===== src/sv/idp_pkg.sv =====
// Shared types, character codes and constants of the ISO 8601 date-time parser.
package idp_pkg;

    typedef enum logic [2:0] {
        ST_OK     = 3'd0,
        ST_DIGIT  = 3'd1,
        ST_COLON  = 3'd2,
        ST_FRAC   = 3'd3,
        ST_SIGN   = 3'd4
    } status_t;

    localparam logic [7:0]  CH_DASH   = 8'h2D;
    localparam logic [7:0]  CH_PLUS   = 8'h2B;
    localparam logic [7:0]  CH_T      = 8'h54;
    localparam logic [7:0]  CH_COLON  = 8'h3A;
    localparam logic [7:0]  CH_DOT    = 8'h2E;
    localparam logic [7:0]  CH_Z      = 8'h5A;
    localparam logic [7:0]  CH_ZERO   = 8'h30;
    localparam logic [7:0]  CH_NINE   = 8'h39;

    localparam logic [13:0] YEAR_BASE     = 14'd1900;
    localparam logic [7:0]  LEN_MAX       = 8'd255;
    localparam logic [3:0]  FRAC_DIGITS   = 4'd9;

    // weight of a fraction digit in nanoseconds, by its place after the point
    function automatic logic [26:0] frac_weight(input logic [3:0] idx);
        logic [26:0] w;
        case (idx)
            4'd0:    w = 27'd100000000;
            4'd1:    w = 27'd10000000;
            4'd2:    w = 27'd1000000;
            4'd3:    w = 27'd100000;
            4'd4:    w = 27'd10000;
            4'd5:    w = 27'd1000;
            4'd6:    w = 27'd100;
            4'd7:    w = 27'd10;
            4'd8:    w = 27'd1;
            default: w = 27'd0;
        endcase
        return w;
    endfunction

endpackage


===== src/sv/iso8601_datetime_parser_core.sv =====
// ISO 8601 date-time parser: one character per beat, one result per string.
//
// Takes one character per input beat and parses YYYY[-MM[-DD[THH:MM[:SS[.f...]]zone]]],
// where zone is Z or a sign, HH, an optional colon and MM. A beat with first set
// restarts the parse with that character. The phase machine and the field
// accumulators update in the cycle the beat is accepted, and a result, when the
// string completes or fails, lands in the output register at the same edge, so a
// new character can be taken every cycle while in_ready is high. The output register
// is one deep; in_ready drops only while a result is held and out_ready is low.
// Characters after a result are ignored until the next beat marked first.
module iso8601_datetime_parser_core
    import idp_pkg::*;
(
    input  logic               clk,
    input  logic               rst_n,
    input  logic               in_valid,
    output logic               in_ready,
    input  logic [7:0]         character,
    input  logic               first,
    output logic               out_valid,
    input  logic               out_ready,
    output logic signed [13:0] year_offset,
    output logic signed [7:0]  month_index,
    output logic [6:0]         day,
    output logic [6:0]         hour,
    output logic [6:0]         minute,
    output logic [6:0]         second,
    output logic [29:0]        nanoseconds,
    output logic signed [1:0]  zone_sign,
    output logic [6:0]         zone_hours,
    output logic [6:0]         zone_minutes,
    output logic [2:0]         status,
    output logic [7:0]         consumed_length
);

    typedef enum logic [4:0] {
        PH_YEAR         = 5'd0,
        PH_AFTER_YEAR   = 5'd1,
        PH_MONTH        = 5'd2,
        PH_AFTER_MONTH  = 5'd3,
        PH_DAY          = 5'd4,
        PH_AFTER_DAY    = 5'd5,
        PH_HOUR         = 5'd6,
        PH_HOUR_COLON   = 5'd7,
        PH_MINUTE       = 5'd8,
        PH_AFTER_MINUTE = 5'd9,
        PH_SECOND       = 5'd10,
        PH_AFTER_SECOND = 5'd11,
        PH_FRAC_FIRST   = 5'd12,
        PH_FRAC         = 5'd13,
        PH_ZONE_HOUR    = 5'd14,
        PH_ZONE_COLON   = 5'd15,
        PH_ZONE_MIN     = 5'd16,
        PH_DONE         = 5'd17
    } phase_t;

    logic        active_reg,  active_next;
    phase_t      phase_reg,   phase_next;
    logic [3:0]  dpos_reg,    dpos_next;
    logic [13:0] year_reg,    year_next;
    logic [6:0]  month_reg,   month_next;
    logic [6:0]  day_reg,     day_next;
    logic [6:0]  hour_reg,    hour_next;
    logic [6:0]  min_reg,     min_next;
    logic [6:0]  sec_reg,     sec_next;
    logic [29:0] frac_reg,    frac_next;
    logic [3:0]  fidx_reg,    fidx_next;
    logic [1:0]  sign_reg,    sign_next;
    logic [6:0]  zh_reg,      zh_next;
    logic [6:0]  zm_reg,      zm_next;
    logic [7:0]  len_reg,     len_next;

    logic        out_valid_reg, out_valid_next;
    logic [13:0] year_out_reg,  year_out_next;
    logic [7:0]  month_out_reg, month_out_next;
    logic [6:0]  day_out_reg,   day_out_next;
    logic [6:0]  hour_out_reg,  hour_out_next;
    logic [6:0]  min_out_reg,   min_out_next;
    logic [6:0]  sec_out_reg,   sec_out_next;
    logic [29:0] frac_out_reg,  frac_out_next;
    logic [1:0]  sign_out_reg,  sign_out_next;
    logic [6:0]  zh_out_reg,    zh_out_next;
    logic [6:0]  zm_out_reg,    zm_out_next;
    status_t     st_out_reg,    st_out_next;
    logic [7:0]  len_out_reg,   len_out_next;

    logic        accept;
    logic        is_dig;
    logic [3:0]  dval;
    logic        emit;
    status_t     st;
    logic        take;
    logic        dig_phase;
    logic [13:0] acc_cur;
    logic [13:0] acc_prod;
    logic [3:0]  dpos_last;
    phase_t      dig_done_phase;

    assign in_ready = !out_valid_reg || out_ready;
    assign accept   = in_valid && in_ready;
    assign is_dig   = (character >= CH_ZERO) && (character <= CH_NINE);
    assign dval     = character[3:0];

    always_comb
    begin
        active_next = active_reg;
        phase_next  = phase_reg;
        dpos_next   = dpos_reg;
        year_next   = year_reg;
        month_next  = month_reg;
        day_next    = day_reg;
        hour_next   = hour_reg;
        min_next    = min_reg;
        sec_next    = sec_reg;
        frac_next   = frac_reg;
        fidx_next   = fidx_reg;
        sign_next   = sign_reg;
        zh_next     = zh_reg;
        zm_next     = zm_reg;
        len_next    = len_reg;
        emit        = 1'b0;
        st          = ST_OK;
        take        = 1'b0;

        // restart on a first beat
        if (accept && first)
        begin
            active_next = 1'b1;
            phase_next  = PH_YEAR;
            dpos_next   = 4'd0;
            year_next   = 14'd0;
            month_next  = 7'd0;
            day_next    = 7'd1;
            hour_next   = 7'd0;
            min_next    = 7'd0;
            sec_next    = 7'd0;
            frac_next   = 30'd0;
            fidx_next   = 4'd0;
            sign_next   = 2'sd0;
            zh_next     = 7'd0;
            zm_next     = 7'd0;
            len_next    = 8'd0;
        end

        dig_phase      = 1'b1;
        acc_cur        = 14'd0;
        dpos_last      = 4'd1;
        dig_done_phase = PH_DONE;
        case (phase_next)
            PH_YEAR:
            begin
                acc_cur        = year_next;
                dpos_last      = 4'd3;
                dig_done_phase = PH_AFTER_YEAR;
            end
            PH_MONTH:
            begin
                acc_cur        = {7'd0, month_next};
                dig_done_phase = PH_AFTER_MONTH;
            end
            PH_DAY:
            begin
                acc_cur        = {7'd0, day_next};
                dig_done_phase = PH_AFTER_DAY;
            end
            PH_HOUR:
            begin
                acc_cur        = {7'd0, hour_next};
                dig_done_phase = PH_HOUR_COLON;
            end
            PH_MINUTE:
            begin
                acc_cur        = {7'd0, min_next};
                dig_done_phase = PH_AFTER_MINUTE;
            end
            PH_SECOND:
            begin
                acc_cur        = {7'd0, sec_next};
                dig_done_phase = PH_AFTER_SECOND;
            end
            PH_ZONE_HOUR:
            begin
                acc_cur        = {7'd0, zh_next};
                dig_done_phase = PH_ZONE_COLON;
            end
            PH_ZONE_MIN, PH_ZONE_COLON:
            begin
                acc_cur        = {7'd0, zm_next};
                dig_done_phase = PH_DONE;
            end
            default:
            begin
                dig_phase = 1'b0;
            end
        endcase
        acc_prod = 14'(acc_cur * 14'd10) + {10'd0, dval};

        if (accept && (first || active_reg))
        begin
            if (dig_phase && phase_next != PH_ZONE_COLON)
            begin
                if (!is_dig)
                begin
                    emit = 1'b1;
                    st   = ST_DIGIT;
                end
                else
                begin
                    take = 1'b1;
                    case (phase_next)
                        PH_YEAR:      year_next  = acc_prod;
                        PH_MONTH:     month_next = acc_prod[6:0];
                        PH_DAY:       day_next   = acc_prod[6:0];
                        PH_HOUR:      hour_next  = acc_prod[6:0];
                        PH_MINUTE:    min_next   = acc_prod[6:0];
                        PH_SECOND:    sec_next   = acc_prod[6:0];
                        PH_ZONE_HOUR: zh_next    = acc_prod[6:0];
                        default:      zm_next    = acc_prod[6:0];
                    endcase
                    if (dpos_next == dpos_last)
                    begin
                        dpos_next  = 4'd0;
                        phase_next = dig_done_phase;
                        if (dig_done_phase == PH_DONE)
                        begin
                            emit = 1'b1;
                        end
                    end
                    else
                    begin
                        dpos_next = dpos_next + 4'd1;
                    end
                end
            end
            else
            begin
                case (phase_next)
                    PH_AFTER_YEAR:
                    begin
                        if (character == CH_DASH)
                        begin
                            take       = 1'b1;
                            phase_next = PH_MONTH;
                            dpos_next  = 4'd0;
                        end
                        else
                        begin
                            emit = 1'b1;
                        end
                    end
                    PH_AFTER_MONTH:
                    begin
                        if (character == CH_DASH)
                        begin
                            take       = 1'b1;
                            phase_next = PH_DAY;
                            dpos_next  = 4'd0;
                            day_next   = 7'd0;
                        end
                        else
                        begin
                            emit = 1'b1;
                        end
                    end
                    PH_AFTER_DAY:
                    begin
                        if (character == CH_T)
                        begin
                            take       = 1'b1;
                            phase_next = PH_HOUR;
                            dpos_next  = 4'd0;
                        end
                        else
                        begin
                            emit = 1'b1;
                        end
                    end
                    PH_HOUR_COLON:
                    begin
                        if (character == CH_COLON)
                        begin
                            take       = 1'b1;
                            phase_next = PH_MINUTE;
                            dpos_next  = 4'd0;
                        end
                        else
                        begin
                            emit = 1'b1;
                            st   = ST_COLON;
                        end
                    end
                    PH_FRAC_FIRST:
                    begin
                        if (is_dig)
                        begin
                            take       = 1'b1;
                            phase_next = PH_FRAC;
                            dpos_next  = 4'd0;
                        end
                        else
                        begin
                            emit = 1'b1;
                            st   = ST_FRAC;
                        end
                    end
                    PH_ZONE_COLON:
                    begin
                        take       = 1'b1;
                        phase_next = PH_ZONE_MIN;
                        if (character != CH_COLON)
                        begin
                            if (is_dig)
                            begin
                                zm_next   = acc_prod[6:0];
                                dpos_next = 4'd1;
                            end
                            else
                            begin
                                take = 1'b0;
                                emit = 1'b1;
                                st   = ST_DIGIT;
                            end
                        end
                    end
                    PH_AFTER_MINUTE, PH_AFTER_SECOND, PH_FRAC:
                    begin
                        if (phase_next == PH_AFTER_MINUTE && character == CH_COLON)
                        begin
                            take       = 1'b1;
                            phase_next = PH_SECOND;
                            dpos_next  = 4'd0;
                        end
                        else if (phase_next == PH_AFTER_SECOND && character == CH_DOT)
                        begin
                            take       = 1'b1;
                            phase_next = PH_FRAC_FIRST;
                            dpos_next  = 4'd0;
                        end
                        else if (phase_next == PH_FRAC && is_dig)
                        begin
                            take = 1'b1;
                        end
                        else if (character == CH_Z)
                        begin
                            take = 1'b1;
                            emit = 1'b1;
                        end
                        else if (character == CH_PLUS || character == CH_DASH)
                        begin
                            take       = 1'b1;
                            sign_next  = (character == CH_PLUS) ? 2'b01 : 2'b11;
                            phase_next = PH_ZONE_HOUR;
                            dpos_next  = 4'd0;
                        end
                        else
                        begin
                            emit = 1'b1;
                            st   = ST_SIGN;
                        end
                    end
                    default:
                    begin
                        emit = 1'b1;
                    end
                endcase

                // accumulate a fraction digit, drop those past the ninth
                if (take && is_dig && (phase_next == PH_FRAC)
                    && (phase_reg == PH_FRAC_FIRST || phase_reg == PH_FRAC || first == 1'b0)
                    && fidx_next < FRAC_DIGITS)
                begin
                    frac_next = frac_next + 30'(32'(dval) * 32'(frac_weight(fidx_next)));
                    fidx_next = fidx_next + 4'd1;
                end
            end

            if (take && len_next != LEN_MAX)
            begin
                len_next = len_next + 8'd1;
            end
            if (emit)
            begin
                active_next = 1'b0;
            end
        end
    end

    always_comb
    begin
        out_valid_next = out_valid_reg && !out_ready;
        year_out_next  = year_out_reg;
        month_out_next = month_out_reg;
        day_out_next   = day_out_reg;
        hour_out_next  = hour_out_reg;
        min_out_next   = min_out_reg;
        sec_out_next   = sec_out_reg;
        frac_out_next  = frac_out_reg;
        sign_out_next  = sign_out_reg;
        zh_out_next    = zh_out_reg;
        zm_out_next    = zm_out_reg;
        st_out_next    = st_out_reg;
        len_out_next   = len_out_reg;
        if (emit)
        begin
            out_valid_next = 1'b1;
            st_out_next    = st;
            len_out_next   = len_next;
            if (st == ST_OK)
            begin
                year_out_next  = year_next - YEAR_BASE;
                month_out_next = (phase_next >= PH_AFTER_MONTH)
                                 ? ({1'b0, month_next} - 8'd1) : 8'd0;
                day_out_next   = day_next;
                hour_out_next  = hour_next;
                min_out_next   = min_next;
                sec_out_next   = sec_next;
                frac_out_next  = frac_next;
                sign_out_next  = sign_next;
                zh_out_next    = zh_next;
                zm_out_next    = zm_next;
            end
            else
            begin
                year_out_next  = 14'd0;
                month_out_next = 8'd0;
                day_out_next   = 7'd0;
                hour_out_next  = 7'd0;
                min_out_next   = 7'd0;
                sec_out_next   = 7'd0;
                frac_out_next  = 30'd0;
                sign_out_next  = 2'd0;
                zh_out_next    = 7'd0;
                zm_out_next    = 7'd0;
            end
        end
    end

    always_ff @(posedge clk or negedge rst_n)
    begin
        if (!rst_n)
        begin
            active_reg    <= 1'b0;
            phase_reg     <= PH_YEAR;
            dpos_reg      <= 4'd0;
            year_reg      <= 14'd0;
            month_reg     <= 7'd0;
            day_reg       <= 7'd1;
            hour_reg      <= 7'd0;
            min_reg       <= 7'd0;
            sec_reg       <= 7'd0;
            frac_reg      <= 30'd0;
            fidx_reg      <= 4'd0;
            sign_reg      <= 2'd0;
            zh_reg        <= 7'd0;
            zm_reg        <= 7'd0;
            len_reg       <= 8'd0;
            out_valid_reg <= 1'b0;
        end
        else
        begin
            active_reg    <= active_next;
            phase_reg     <= phase_next;
            dpos_reg      <= dpos_next;
            year_reg      <= year_next;
            month_reg     <= month_next;
            day_reg       <= day_next;
            hour_reg      <= hour_next;
            min_reg       <= min_next;
            sec_reg       <= sec_next;
            frac_reg      <= frac_next;
            fidx_reg      <= fidx_next;
            sign_reg      <= sign_next;
            zh_reg        <= zh_next;
            zm_reg        <= zm_next;
            len_reg       <= len_next;
            out_valid_reg <= out_valid_next;
        end
    end

    always_ff @(posedge clk)
    begin
        year_out_reg  <= year_out_next;
        month_out_reg <= month_out_next;
        day_out_reg   <= day_out_next;
        hour_out_reg  <= hour_out_next;
        min_out_reg   <= min_out_next;
        sec_out_reg   <= sec_out_next;
        frac_out_reg  <= frac_out_next;
        sign_out_reg  <= sign_out_next;
        zh_out_reg    <= zh_out_next;
        zm_out_reg    <= zm_out_next;
        st_out_reg    <= st_out_next;
        len_out_reg   <= len_out_next;
    end

    assign out_valid       = out_valid_reg;
    assign year_offset     = $signed(year_out_reg);
    assign month_index     = $signed(month_out_reg);
    assign day             = day_out_reg;
    assign hour            = hour_out_reg;
    assign minute          = min_out_reg;
    assign second          = sec_out_reg;
    assign nanoseconds     = frac_out_reg;
    assign zone_sign       = $signed(sign_out_reg);
    assign zone_hours      = zh_out_reg;
    assign zone_minutes    = zm_out_reg;
    assign status          = st_out_reg;
    assign consumed_length = len_out_reg;

endmodule

===== config.mk =====
export PLATFORM = sky130hd
export DESIGN_NAME = iso8601_datetime_parser_core
export DESIGN_NICKNAME = d
export VERILOG_FILES = /design/src/sv/idp_pkg.sv /design/src/sv/iso8601_datetime_parser_core.sv
export SDC_FILE = /design/constraint.sdc
export NUM_CORES = 1
export LEC_CHECK = 0
export BUFFER_PORTS_ARGS = -buffer_cell sky130_fd_sc_hd__buf_2
export CAP_MARGIN = 20
export CORE_ASPECT_RATIO = 1.5
export CORE_UTILIZATION = 60
export CTS_CLUSTER_SIZE = 24
export DETAILED_ROUTE_END_ITERATION = 6
export HOLD_SLACK_MARGIN = 0.1
export PLACE_DENSITY = 0.8
export SYNTH_ARGS = -nofsm -noshare
export SYNTH_HDL_FRONTEND = slang
export SYNTH_SLANG_ARGS = --single-unit

===== constraint.sdc =====
create_clock -name clk -period 7.4 [get_ports clk]
set_input_delay 0.74 -clock clk [delete_from_list [all_inputs] [get_ports clk]]
set_output_delay 0.74 -clock clk [all_outputs]
set_load 0.02 [all_outputs]

[Yosys cells after proc, flatten, opt, wreduce, memory -nomap -nowiden]
Memories as Yosys holds them, arrays and structs flattened.
Index checks and enable logic that the tools add are counted.
Cells by class
  magnitude comparators: 4
  multipliers: 2
  bitwise gates (word level): 1
  equality and inequality tests: 30
  div/mod/pow operators: 0
  shift operators: 0
  reduce and logical (&&, ||, !) cells: 29
  add/subtract/negate cells: 7
  mux-type cells: 156
Operators with widths (count)
  $mux 7: 40
  $mux 30: 4
  $pmux 14 s8: 1
  $mux 5: 17
  $mux 27: 3
  $mux 4: 20
  $mux 14: 5
  $pmux 5 s7: 2
  $eq 5x4->1 const B: 11
  $mux 1: 36
  $eq 8x6->1 const B: 4
  $add 30x30->30: 1
  $mul 4x27->30: 1
  $mux 2: 13
  $mux 3: 8
  $mux 8: 3
  $pmux 4 s6: 1
  $eq 5x3->1 const B: 4
  $eq 8x7->1 const B: 2
  $add 14x4->14: 1
  $logic_and 1x1->1: 14
  $mul 14x3->13 const B: 1
  $sub 14x11->14 const B: 1
  $pmux 1 s6: 2
  other kinds (25): 34
Storage, ports and cells
  input bits: 13
  memories kept: 1
  latch bits: 0
  output and inout bits: 109
  bits in writable memories: 0
  memory bits (read-only): 400
  bits in registers: 225
Memories
  (no name shown): depth 16, bits a word 25, rd ports 1, clocked after Yosys merged registers in 0, write ports 0, line idp_pkg.sv:28  | case (idx)

[Longest topological paths before layout]
  word-level depth: 25
  gate-level depth with buffers: 30
  gate-level depth less buffers: 25

[Least setup slack after synthesis]
Ideal clock, no wire load.
  path type: input -> register
  start point: input port out_ready
  end point: register len_out_reg[0] (netlist: consumed_length[0]), enable pin
  path slack: 211 ps
  setup time: 574 ps
  arrival: 6615 ps
  stages on the path: 10
  path through: nor2b_1 > buf_2 > inv_2 > a311oi_1 > nand3_1 > o21ai_0 > nor2_1 > o211ai_1 > nand2_1 > nor2_1
Between the ends
  word-level cells in the longest chain between the ends: 13
RTL lines
  from (decl): line iso8601_datetime_parser_core.sv:21  | input logic out_ready,
  $logic_or 1x1->1 *: line iso8601_datetime_parser_core.sv:99  | assign in_ready = !out_valid_reg || out_ready;
  net in_ready: line iso8601_datetime_parser_core.sv:17  | output logic in_ready,
  $logic_and 1x1->1 *: line iso8601_datetime_parser_core.sv:100  | assign accept = in_valid && in_ready;
  $logic_and 1x1->1: line iso8601_datetime_parser_core.sv:126  | if (accept && first)
  $mux 5: line iso8601_datetime_parser_core.sv:126
  $eq 5x4->1, or another cell as far along: line iso8601_datetime_parser_core.sv:149  | case (phase_next)
  $pmux 5 s7 / $logic_and 1x1->1 (equally long branches): line iso8601_datetime_parser_core.sv:149, iso8601_datetime_parser_core.sv:339
  $eq 5x5->1 / $mux 1 (equally long branches): line iso8601_datetime_parser_core.sv:224, iso8601_datetime_parser_core.sv:339
  $mux 1 (on tied branches): line iso8601_datetime_parser_core.sv:224, iso8601_datetime_parser_core.sv:333
  $mux 1 (on tied branches): line iso8601_datetime_parser_core.sv:220, iso8601_datetime_parser_core.sv:327
  $mux 1 / $pmux 1 s6 (equally long branches): line iso8601_datetime_parser_core.sv:202, iso8601_datetime_parser_core.sv:237
  $mux 1: line iso8601_datetime_parser_core.sv:200  | if (dig_phase && phase_next != PH_ZONE_COLON)
  $mux 1: line iso8601_datetime_parser_core.sv:198  | if (accept && (first || active_reg))
  $mux 1 *: line iso8601_datetime_parser_core.sv:198
  net emit: line iso8601_datetime_parser_core.sv:90  | logic emit;
  to (signal assigned): line iso8601_datetime_parser_core.sv:493  | len_out_reg <= len_out_next;
  to (decl): line iso8601_datetime_parser_core.sv:85  | logic [7:0] len_out_reg, len_out_next;
The timed path passes the listed nets; every way through them passes the cells marked *. The select of a mux whose other input is x is not followed.
A chain may end at the register's enable or synchronous reset.

[Worst setup path in the final report]
  start point: register out_valid_reg (netlist: out_valid)
  end point: register year_out_reg[13] (netlist: year_offset[13]), data pin
Between the ends
  word-level cells in the longest chain between the ends: 15
RTL lines
  from (decl): line iso8601_datetime_parser_core.sv:73  | logic out_valid_reg, out_valid_next;
  from (signal assigned): line iso8601_datetime_parser_core.sv:476  | out_valid_reg <= out_valid_next;
  $logic_not 1->1 *: line iso8601_datetime_parser_core.sv:99
  $logic_or 1x1->1 *: line iso8601_datetime_parser_core.sv:99
  $logic_and 1x1->1 *: line iso8601_datetime_parser_core.sv:100
  $logic_and 1x1->1: line iso8601_datetime_parser_core.sv:126
  $mux 5: line iso8601_datetime_parser_core.sv:126
  $eq 5x4->1 / $eq 5x5->1 (equally long branches): line iso8601_datetime_parser_core.sv:149
  $reduce_or 2->1: line iso8601_datetime_parser_core.sv:149
  $pmux 14 s8: line iso8601_datetime_parser_core.sv:149
  $mul 14x3->13: line iso8601_datetime_parser_core.sv:196  | acc_prod = 14'(acc_cur * 14'd10) + {10'd0, dval};
  $add 14x4->14: line iso8601_datetime_parser_core.sv:196
  $mux 14: line iso8601_datetime_parser_core.sv:210  | case (phase_next)
  $mux 14: line iso8601_datetime_parser_core.sv:202  | if (!is_dig)
  $mux 14: line iso8601_datetime_parser_core.sv:200
  $mux 14 *: line iso8601_datetime_parser_core.sv:198
  net year_next[13]: line iso8601_datetime_parser_core.sv:60  | logic [13:0] year_reg, year_next;
  $sub 14x11->14 *: line iso8601_datetime_parser_core.sv:410  | year_out_next = year_next - YEAR_BASE;
  to (signal assigned): line iso8601_datetime_parser_core.sv:482  | year_out_reg <= year_out_next;
  to (decl): line iso8601_datetime_parser_core.sv:74  | logic [13:0] year_out_reg, year_out_next;
The timed path passes the listed nets; every way through them passes the cells marked *.

==> reports/metrics.sh <==
SYNTHFLOPTYPE='sky130_fd_sc_hd__dfrtp_1'
MIN_PATH_TYPE='in -> async'
MAX-CLOCK-PATH-BUFFERS=3
IOPINCOUNT=122
FLOORPLAN.DIE.HEIGHT_UM=197.8
SYNTHESIS.AREA_UM2=15340
POST_SYN_AREA_PER_CELL_UM2=9.696
TIMING.FINAL.HOLD_VIOLATIONS=0
FINALSETUPVIOLATIONS=0
PIN_COUNT_OF_THE_BIGGEST_NET_ENTERING_GLOBAL_ROUTING=70
GRT_SETUP_UNREPAIRED='false'
CORE-AREA_UM2=25050
DRIVE_ABOVE_1_SHARE_PCT=13.09
REGTOREGSETUPSLACK_NS=0.64
POSTSYNTHCELLCOUNT=1582
ROUTE.LAYER.MET1.WL_UM=15370
DETAILEDPLACE.WORSTSLACK_NS=0.2082
DETAILEDROUTE.FIRSTITERATIONVIOLATIONS=999
TIMING.MAX_CAP.VIOLATIONS=0
CP_DATA_ARRIVAL_TIME_NS=7.14
POWER_DENSITY_nW_PER_UM2=188.6
IO_BUFFERS=121
DRTPASS1ITERATIONS=6
REMAINING_DRC_ERRORS=0
YOSYS-TOP-CELLS-COUNT='sky130_fd_sc_hd__nand2_1 (190), sky130_fd_sc_hd__dfrtp_1 (117), sky130_fd_sc_hd__inv_1 (112), sky130_fd_sc_hd__edfxtp_1 (107), sky130_fd_sc_hd__o21ai_0 (103)'
POST_CTS_SETUP_DRIVEN_BUFFER_INSERTION_COUNT=0
SLEW_VIOLS_FINAL=0
SYNTHESIS.YOSYS.WARNINGS=0
STARTPOINT_TYPE_OF_THE_WORST_SETUP_PATH='register'
WORST_SKEW_PAIR.LATE_LATENCY_NS=0.56
MAXCLOCKFREQUENCY_MHz=147.8
SYNTH_AREA_LEADERS='sky130_fd_sc_hd__edfxtp_1 (21%), sky130_fd_sc_hd__dfrtp_1 (19%), sky130_fd_sc_hd__fa_1 (9.4%)'
WORST_SLEW_PIN_SLEW_NS=0.9780
CRITPATHMAXFANOUT=48
SYNTHDISTINCTLIBCELLS=88
ROOT_BUFFER='sky130_fd_sc_hd__clkbuf_16'
ROWS=71
TOTAL_LEAKAGE_POWER_nW=7.895
ROUTE.VIAS.TOTAL=12872
MET2WIRELENGTH_UM=22140
VIAS_PER_CELL=6.338
VDD.IR_DROP.WORST_mV=0.1638
GRT_USAGE_PCT=33.70
GRT_PASS1_VIAS=13211
SYN_NETS=1742
CLOCK-SINKS=225
CTS-RESIZED-GATES=0
FILL_CELLS=1971
FINAL.SETUP_SKEW_NS=0.02347
WORST_SETUP_HOLD_PATH_CLK_SLEW_NS=0.06
NUM_ANTENNA_CELLS=0
CRITPATHMAXSTAGEDELAY_NS=0.53
SYNTH_EDF_COUNT=107
PATH_CLASS='reg -> reg'
SLEW-LIMIT-HEADROOM_PCT=34.80
FINALSETUPTNS_NS=0
FLOORPLAN.INITIALDENSITY_PCT=61.23
ROUTEDWLPERCELL_UM=21.28
CTS_MAX_LEVEL=1
CTS_HOLD_REPAIR.BUFFERS=0
FINAL_ANTENNA_NET_COUNT=0
DIE_WIDTH_UM=132.5
LAYOUT_WORST_PATH_CYCLE_SHARE_PCT=91.42
SYNTH.LARGEST_AREA_CELL='sky130_fd_sc_hd__edfxtp_1'
FINALWORSTSETUPSLACK_NS=0.6352
WORSTSETUPENDPOINTTYPE='register'
OUTCOME='finished, final reports clean'
CRITICAL-PATH-SLOWEST-CELL='sky130_fd_sc_hd__or4_1'
GLOBAL_ROUTE.OVERFLOW_TOTAL=0
CTS_TREE='yes'
ANTENNA_FOUND_INITIAL=0
FINAL.MIN_CLOCK_PERIOD_NS=6.765
FINAL_HPWL_FROM_DETAILED_PLACEMENT_UM=31780
POST_SYNTH_ARST_SHARE_PCT=52.44
WORSTPATHCELLLIST='nor2b_1 -> inv_2 -> nand3_4 -> buf_4 -> nand2_1 -> nor4_1 -> buf_4 -> a22oi_1 -> nand4_1 -> a21oi_1 -> o21ai_0 -> ha_1 -> ha_1 -> inv_1 -> fa_1 -> xor2_1 -> a211oi_1 -> nand2_1 -> or3_1 -> nor4b_1 -> or3_1 -> nand3_1 -> or4_1 -> a21oi_1'
SYNTH_SEQ_AREA_SHARE_PCT=40.21
YOSYSTOPAREACELLSHARE_PCT=20.95
CTS_INSERTED_BUFFERS=23
FINISH.NET_COUNT=1846
TOTAL_OF_FLIP_FLOPS_PLUS_LATCHES_AFTER_SYNTHESIS=225
AREA_GROWTH_PCT=11.30
DR.MAX_LAYER_USED='met4'
MET3ROUTEDLENGTH_UM=2483
POST-SYNTH-TOP-COUNT-CELL='sky130_fd_sc_hd__nand2_1'
WIRE_LENGTH_OF_THE_FIRST_GLOBAL_ROUTING_PASS_UM=68180
GP_CONGESTION=1.002
DRT-TOTAL-WL_UM=43220
DIEAREA_UM2=26220
WORST_EP_REQUIRED_TIME_NS=7.78
==> cell families after synthesis <==
| group | after synthesis | share of synthesized area, % |
|---|---|---|
| buffers and inverters | 187 | 4.878 |
| DFF | 225 | 40.21 |
| muxes | 11 | 0.7668 |
| xor gates and xnor gates | 64 | 3.654 |
| and+or+nand+nor | 589 | 19.50 |
| AOI/OAI and AO/OA | 359 | 15.47 |
| adders and majority gates | 147 | 15.52 |
==> power breakdown <==
part           internal [mW]  switching, mW
Sequential              1.37         0.0232
Clock                  0.697          0.520
Combinational          0.200          0.408
Total                   2.27          0.951
==> layout by cell type (no fill, tap or decap), types with 11 or more instances in the layout <==
cell type	n
sky130_fd_sc_hd__nand3_1	74
sky130_fd_sc_hd__nand4_1	14
sky130_fd_sc_hd__and2_1	102
sky130_fd_sc_hd__nor2b_1	14
sky130_fd_sc_hd__a31oi_1	17
sky130_fd_sc_hd__and3_1	28
sky130_fd_sc_hd__o31ai_1	11
sky130_fd_sc_hd__a21o_1	26
sky130_fd_sc_hd__buf_2	120
sky130_fd_sc_hd__ha_1	75
sky130_fd_sc_hd__o21ai_0	103
sky130_fd_sc_hd__xnor2_1	40
sky130_fd_sc_hd__inv_1	112
sky130_fd_sc_hd__a22oi_1	12
sky130_fd_sc_hd__nor2_1	73
sky130_fd_sc_hd__nand2_1	190
sky130_fd_sc_hd__dfrtp_1	117
sky130_fd_sc_hd__a211oi_1	12
sky130_fd_sc_hd__clkbuf_16	23
sky130_fd_sc_hd__buf_4	32
sky130_fd_sc_hd__nor3_1	29
sky130_fd_sc_hd__edfxtp_1	107
sky130_fd_sc_hd__xor2_1	24
sky130_fd_sc_hd__fa_1	72
sky130_fd_sc_hd__a21oi_1	68
==> cell type report <==
type	count	area (um2)	share of cell area, %
Inverter	114	427.9	2.507
Multi-Input combinational cell	1170	8448	49.49
Sequential cell	225	6167	36.13
Clock inverter	12	165.2	0.9675
Tap cell	328	410.4	2.404
Timing Repair Buffer	152	840.8	4.925
Clock buffer	30	611.8	3.584
==> stage by stage <==
step / hold slack, ns / instances / power, mW / area [um2] / util (%)
floorplan: 0.4444 / 1582 / 1.832 / 15340 / -
global placement: 0.4608 / 1989 / 2.004 / 16290 / 65.04
CTS: 0.3392 / 2031 / 3.230 / 17070 / 68.15
finish: 0.3011 / 2031 / 3.220 / 17070 / 68.15
global route: 0.3721 / 2031 / 3.334 / 17070 / 68.15
detailed placement: 0.4906 / 1989 / 2.019 / 16290 / 65.04
==> critical path, delay by kind of cell (launching register included) <==
kind            cells  cell delay [ns]
flops               1             0.34
xor+xnor            1             0.24
compound gates      5             1.06
buf+inv             4             1.03
simple gates       11             3.06
fa+ha+maj           3             0.85
==> metal layers <==
layer  vias up  GRT usage, %
li1       5792             -
met1      6301         37.47
met2       585         59.65
met3       194         4.352
met4         0         23.97
met5         -             0
==> path summary, 6_finish.rpt <==
check,startpoint,endpoint,cells after the start
max in group asynchronous,rst_n,zm_reg[4],2
worst max register to register,out_valid,year_offset[13],24
worst min register to register,sign_reg[0],sign_reg[0],2
worst max-delay path,out_valid,year_offset[13],24
min in group clk,sign_reg[0],sign_reg[0],2
worst min-delay path,rst_n,sign_reg[0],1
Note: power is estimated with default switching activity, not from simulation.
